**src/design/scf_pkg.sv**
```systemverilog
package scf_pkg;

    // Channels are packed with red in the lowest byte.
    typedef struct packed {
        logic [7:0] blue;
        logic [7:0] green;
        logic [7:0] red;
    } rgb_t;

    // One line buffer entry: the pixel of row r-2 and of row r-1 at a column.
    typedef struct packed {
        rgb_t above;
        rgb_t centre;
    } line_entry_t;

    localparam logic OP_PIXEL = 1'b0;
    localparam logic OP_DRAIN = 1'b1;

    localparam logic [1:0] REG_IMAGE_WIDTH  = 2'd0;
    localparam logic [1:0] REG_IMAGE_HEIGHT = 2'd1;

    localparam int CFG_WIDTH_BITS  = 11;
    localparam int CFG_HEIGHT_BITS = 16;

endpackage

```
**src/design/scf_kernel.sv**
```systemverilog
module scf_kernel (
    input  scf_pkg::rgb_t up,
    input  scf_pkg::rgb_t ctr,
    input  scf_pkg::rgb_t down,
    input  scf_pkg::rgb_t lft,
    input  scf_pkg::rgb_t rgt,
    output scf_pkg::rgb_t pix
);
    import scf_pkg::*;

    function automatic logic [7:0] sharpen_chan(
        input logic [7:0] u,
        input logic [7:0] c,
        input logic [7:0] d,
        input logic [7:0] l,
        input logic [7:0] r
    );
        logic signed [11:0] v;
        logic [7:0] res;
        v = $signed({2'b00, c, 2'b00}) + $signed({4'b0000, c})
          - $signed({4'b0000, u}) - $signed({4'b0000, d})
          - $signed({4'b0000, l}) - $signed({4'b0000, r});
        priority if (v < 12'sd0)
        begin
            res = 8'd0;
        end
        else if (v > 12'sd255)
        begin
            res = 8'd255;
        end
        else
        begin
            res = v[7:0];
        end
        return res;
    endfunction

    always_comb
    begin
        pix.red   = sharpen_chan(up.red, ctr.red, down.red, lft.red, rgt.red);
        pix.green = sharpen_chan(up.green, ctr.green, down.green, lft.green, rgt.green);
        pix.blue  = sharpen_chan(up.blue, ctr.blue, down.blue, lft.blue, rgt.blue);
    end

endmodule

```
**config.mk**
```make
export PLATFORM = sky130hd
export DESIGN_NAME = scf_kernel
export DESIGN_NICKNAME = d
export VERILOG_FILES = /design/src/design/scf_pkg.sv /design/src/design/scf_kernel.sv
export SDC_FILE = /design/constraint.sdc
export NUM_CORES = 1
export LEC_CHECK = 0
export ABC_AREA = 1
export BUFFER_PORTS_ARGS = -buffer_cell sky130_fd_sc_hd__buf_2
export CAP_MARGIN = 10
export CORE_MARGIN = 2
export CORE_UTILIZATION = 26
export DETAILED_ROUTE_END_ITERATION = 6
export PLACE_DENSITY = 0.47
export SYNTH_ARGS = -nofsm -noshare
export SYNTH_HDL_FRONTEND = slang
export SYNTH_SLANG_ARGS = --single-unit
```
**constraint.sdc**
```tcl
create_clock -name vclk -period 4.7
set_clock_uncertainty 0.2 [all_clocks]
set_input_delay 0.235 -clock vclk [all_inputs]
set_output_delay 0.235 -clock vclk [all_outputs]
set_load 0.03 [all_outputs]
```
==> metrics <==
status=finished, final reports clean; largest net degree at the start of global routing=9; critical-path maximum fanout=8; hold_sp=ctr[8]; endpoints failing setup=0; Port Buffers=144; RSZ-0062 raised after global routing=no; kind of end point of the critical path=primary output; Die Wd=between 100 and 150 µm; Hold Vio Cnt, Final=0; Mapped Nets=between 900 and 1000; Vias/cell=approximately 4; Setup CP Type=primary input to primary output; WL/cell=9.43 µm; grt ovf=0; FF+latch count=0; Rows=48; Worst Hold Path EP=pix[8]; Final nets=around 1100; Post-Route WL=9600 µm; Vias=about 4100; Avg Synthesized Cell Area=7.15 µm²; initial antenna violation count=0; post-CTS resize count=0; worst hold path class=primary input to primary output; Final period util=roughly 88%; total track usage=a little over a tenth; startpoint types=primary input; drt first-iter violations=around 150; max-cap viol count=0; Die Y=between 100 and 150 µm; worst vdd ir=roughly 390 µV; critical path arrival=~3700 ps; clock buf count=0; I/O pin count=between 100 and 150; Ant. Diodes=0; mapped cell area=about 4600 µm²; critical path launch point=ctr[2]; cell area after placement=approximately 5600 µm²; Hold Slack=896 ps; Antenna Violating Nets Remaining=0; DP Wirelength=9280 µm; Power per Cell Area=roughly 500 nW/µm²; Final Critical Period=4120 ps; Area growth, synth to finish=21.6%; Reg area=0 µm²; ratio of cells with drive above 1 in the final layout=a little over a fifth; Crit path required time=about 4300 ps; gpl congestion=slightly above 0.8; static leakage=~3.5 nW; final instance area=around 5600 µm²; # DRC=0; total die area=roughly 19000 µm²; TritonRoute pass-1 iters=4; Syn. warnings=0; vias in the first global route=3936; Starting Density=a little over a quarter; Final Slew Violations=0; Hold Crit Depth=5; Core Area=about 17000 µm²; first-pass GRT wire length=between 15000 and 20000 µm; hold buffers post-CTS=0; Post-CTS Setup Inserts=0; Mapped Cells=roughly 650; Fmax=about 240 MHz; Tightest Pin Transition=between 600 and 700 ps; register area share after synthesis=0%; Distinct cells, synth=26; worst rel slew slack=58.3%; setup tns final=0 ps
[worst max-delay path: stages]
cell and delay [ps]:
buf_2 100, inv_1 60, fa_1 530, inv_1 60, fa_1 530, inv_1 50, fa_1 470, inv_1 40
ha_1 350, nand2_1 110, nand3_1 110, nand4_1 90, nand2_1 90, a21oi_1 510, a21oi_1 120, buf_2 220
[kinds of logic after synthesis]
family	count (synthesis)	synth area share [%]
buffers and inverters	246	19.9
AND/OR/NAND/NOR	196	18.9
adder cells (fa/ha/maj)	135	51.0
AO/OA/AOI/OAI	48	5.64
XOR/XNOR	22	4.15
multiplexers	2	0.431
[metrics by stage]
step | total power, W | utilization [%] | setup WS (ps) | std cells
after floorplan | 0.00217 | - | 853 | 649
after global placement | 0.00283 | 32.5 | 486 | 1018
after detailed placement | 0.00282 | 32.5 | 532 | 1018
after CTS | 0.00283 | 32.5 | 533 | 1018
after global routing | 0.00324 | 32.5 | 295 | 1018
final | 0.00279 | 32.5 | 577 | 1018
[metal layers]
layer	up-vias	GRT usage [%]	wire, µm
li1	2144	-	-
met1	1851	14.7	4560
met2	74	19.2	4660
met3	0	0.331	390
met4	0	0.115	0
met5	-	0	0
[Yosys cell counts (2+ instances only)]
library cell | n | area, µm²
nand4_1 | 7 | 43.8
nor2_2 | 2 | 12.5
nand2_1 | 107 | 402
a21oi_2 | 2 | 17.5
nor3_1 | 3 | 15.0
o21ai_0 | 4 | 20.0
xor2_1 | 10 | 87.6
nand3b_1 | 2 | 15.0
a211o_1 | 2 | 17.5
a31oi_1 | 3 | 18.8
a21oi_1 | 36 | 180
ha_1 | 45 | 563
nand3_1 | 23 | 115
inv_1 | 244 | 916
nor2_1 | 36 | 135
nor2_4 | 2 | 22.5
nand3_2 | 5 | 50.1
mux2i_1 | 2 | 20.0
nand2_2 | 6 | 37.5
fa_1 | 90 | 1800
xnor2_1 | 12 | 105
inv_2 | 2 | 7.51
[area by class of cell]
cell class                      count  area (µm²)
Fill cell                        1909       11700
Timing Repair Buffer              144         721
Inverter                          246         923
Multi-Input combinational cell    403        3720
Tap cell                          225         282
[worst max-delay path by stage]
stage | endpoint | slack [ps] | cells after the start
5_1_grt | pix[5] | 290 | 16
2_1_floorplan | pix[16] | 850 | 16
3_3_place_gp | pix[5] | 490 | 16
4_1_cts | pix[5] | 530 | 16
6_report | pix[5] | 580 | 16
3_5_place_dp | pix[5] | 530 | 16
[power by group]
| part | internal (W) | switching, W |
|---|---|---|
| clock | 0 | 0 |
| sequential | 0 | 0 |
| combinational | 0.00101 | 0.00178 |
| total | 0.00101 | 0.00178 |
[cell usage in the layout (no fill, tap or decap)]
cell | Yosys | routed
nand4_1 | 7 | 7
nand3_1 | 23 | 23
nor2_4 | 2 | 2
or2_2 | 1 | 1
nand3_4 | 1 | 1
a21oi_1 | 36 | 36
xor2_1 | 10 | 10
a21o_1 | 1 | 1
ha_1 | 45 | 45
fa_1 | 90 | 90
buf_2 | 0 | 144
o21ai_0 | 4 | 4
a21oi_2 | 2 | 2
nor3_1 | 3 | 3
nand2_2 | 6 | 6
a211o_1 | 2 | 2
nor2_1 | 36 | 36
nand3_2 | 5 | 5
a31oi_1 | 3 | 3
xnor2_1 | 12 | 12
nor2_2 | 2 | 2
nand3b_1 | 2 | 2
nand2_1 | 107 | 107
mux2i_1 | 2 | 2
inv_1 | 244 | 244
inv_2 | 2 | 2
or2_1 | 1 | 1
(Power assumes the default switching activity.)
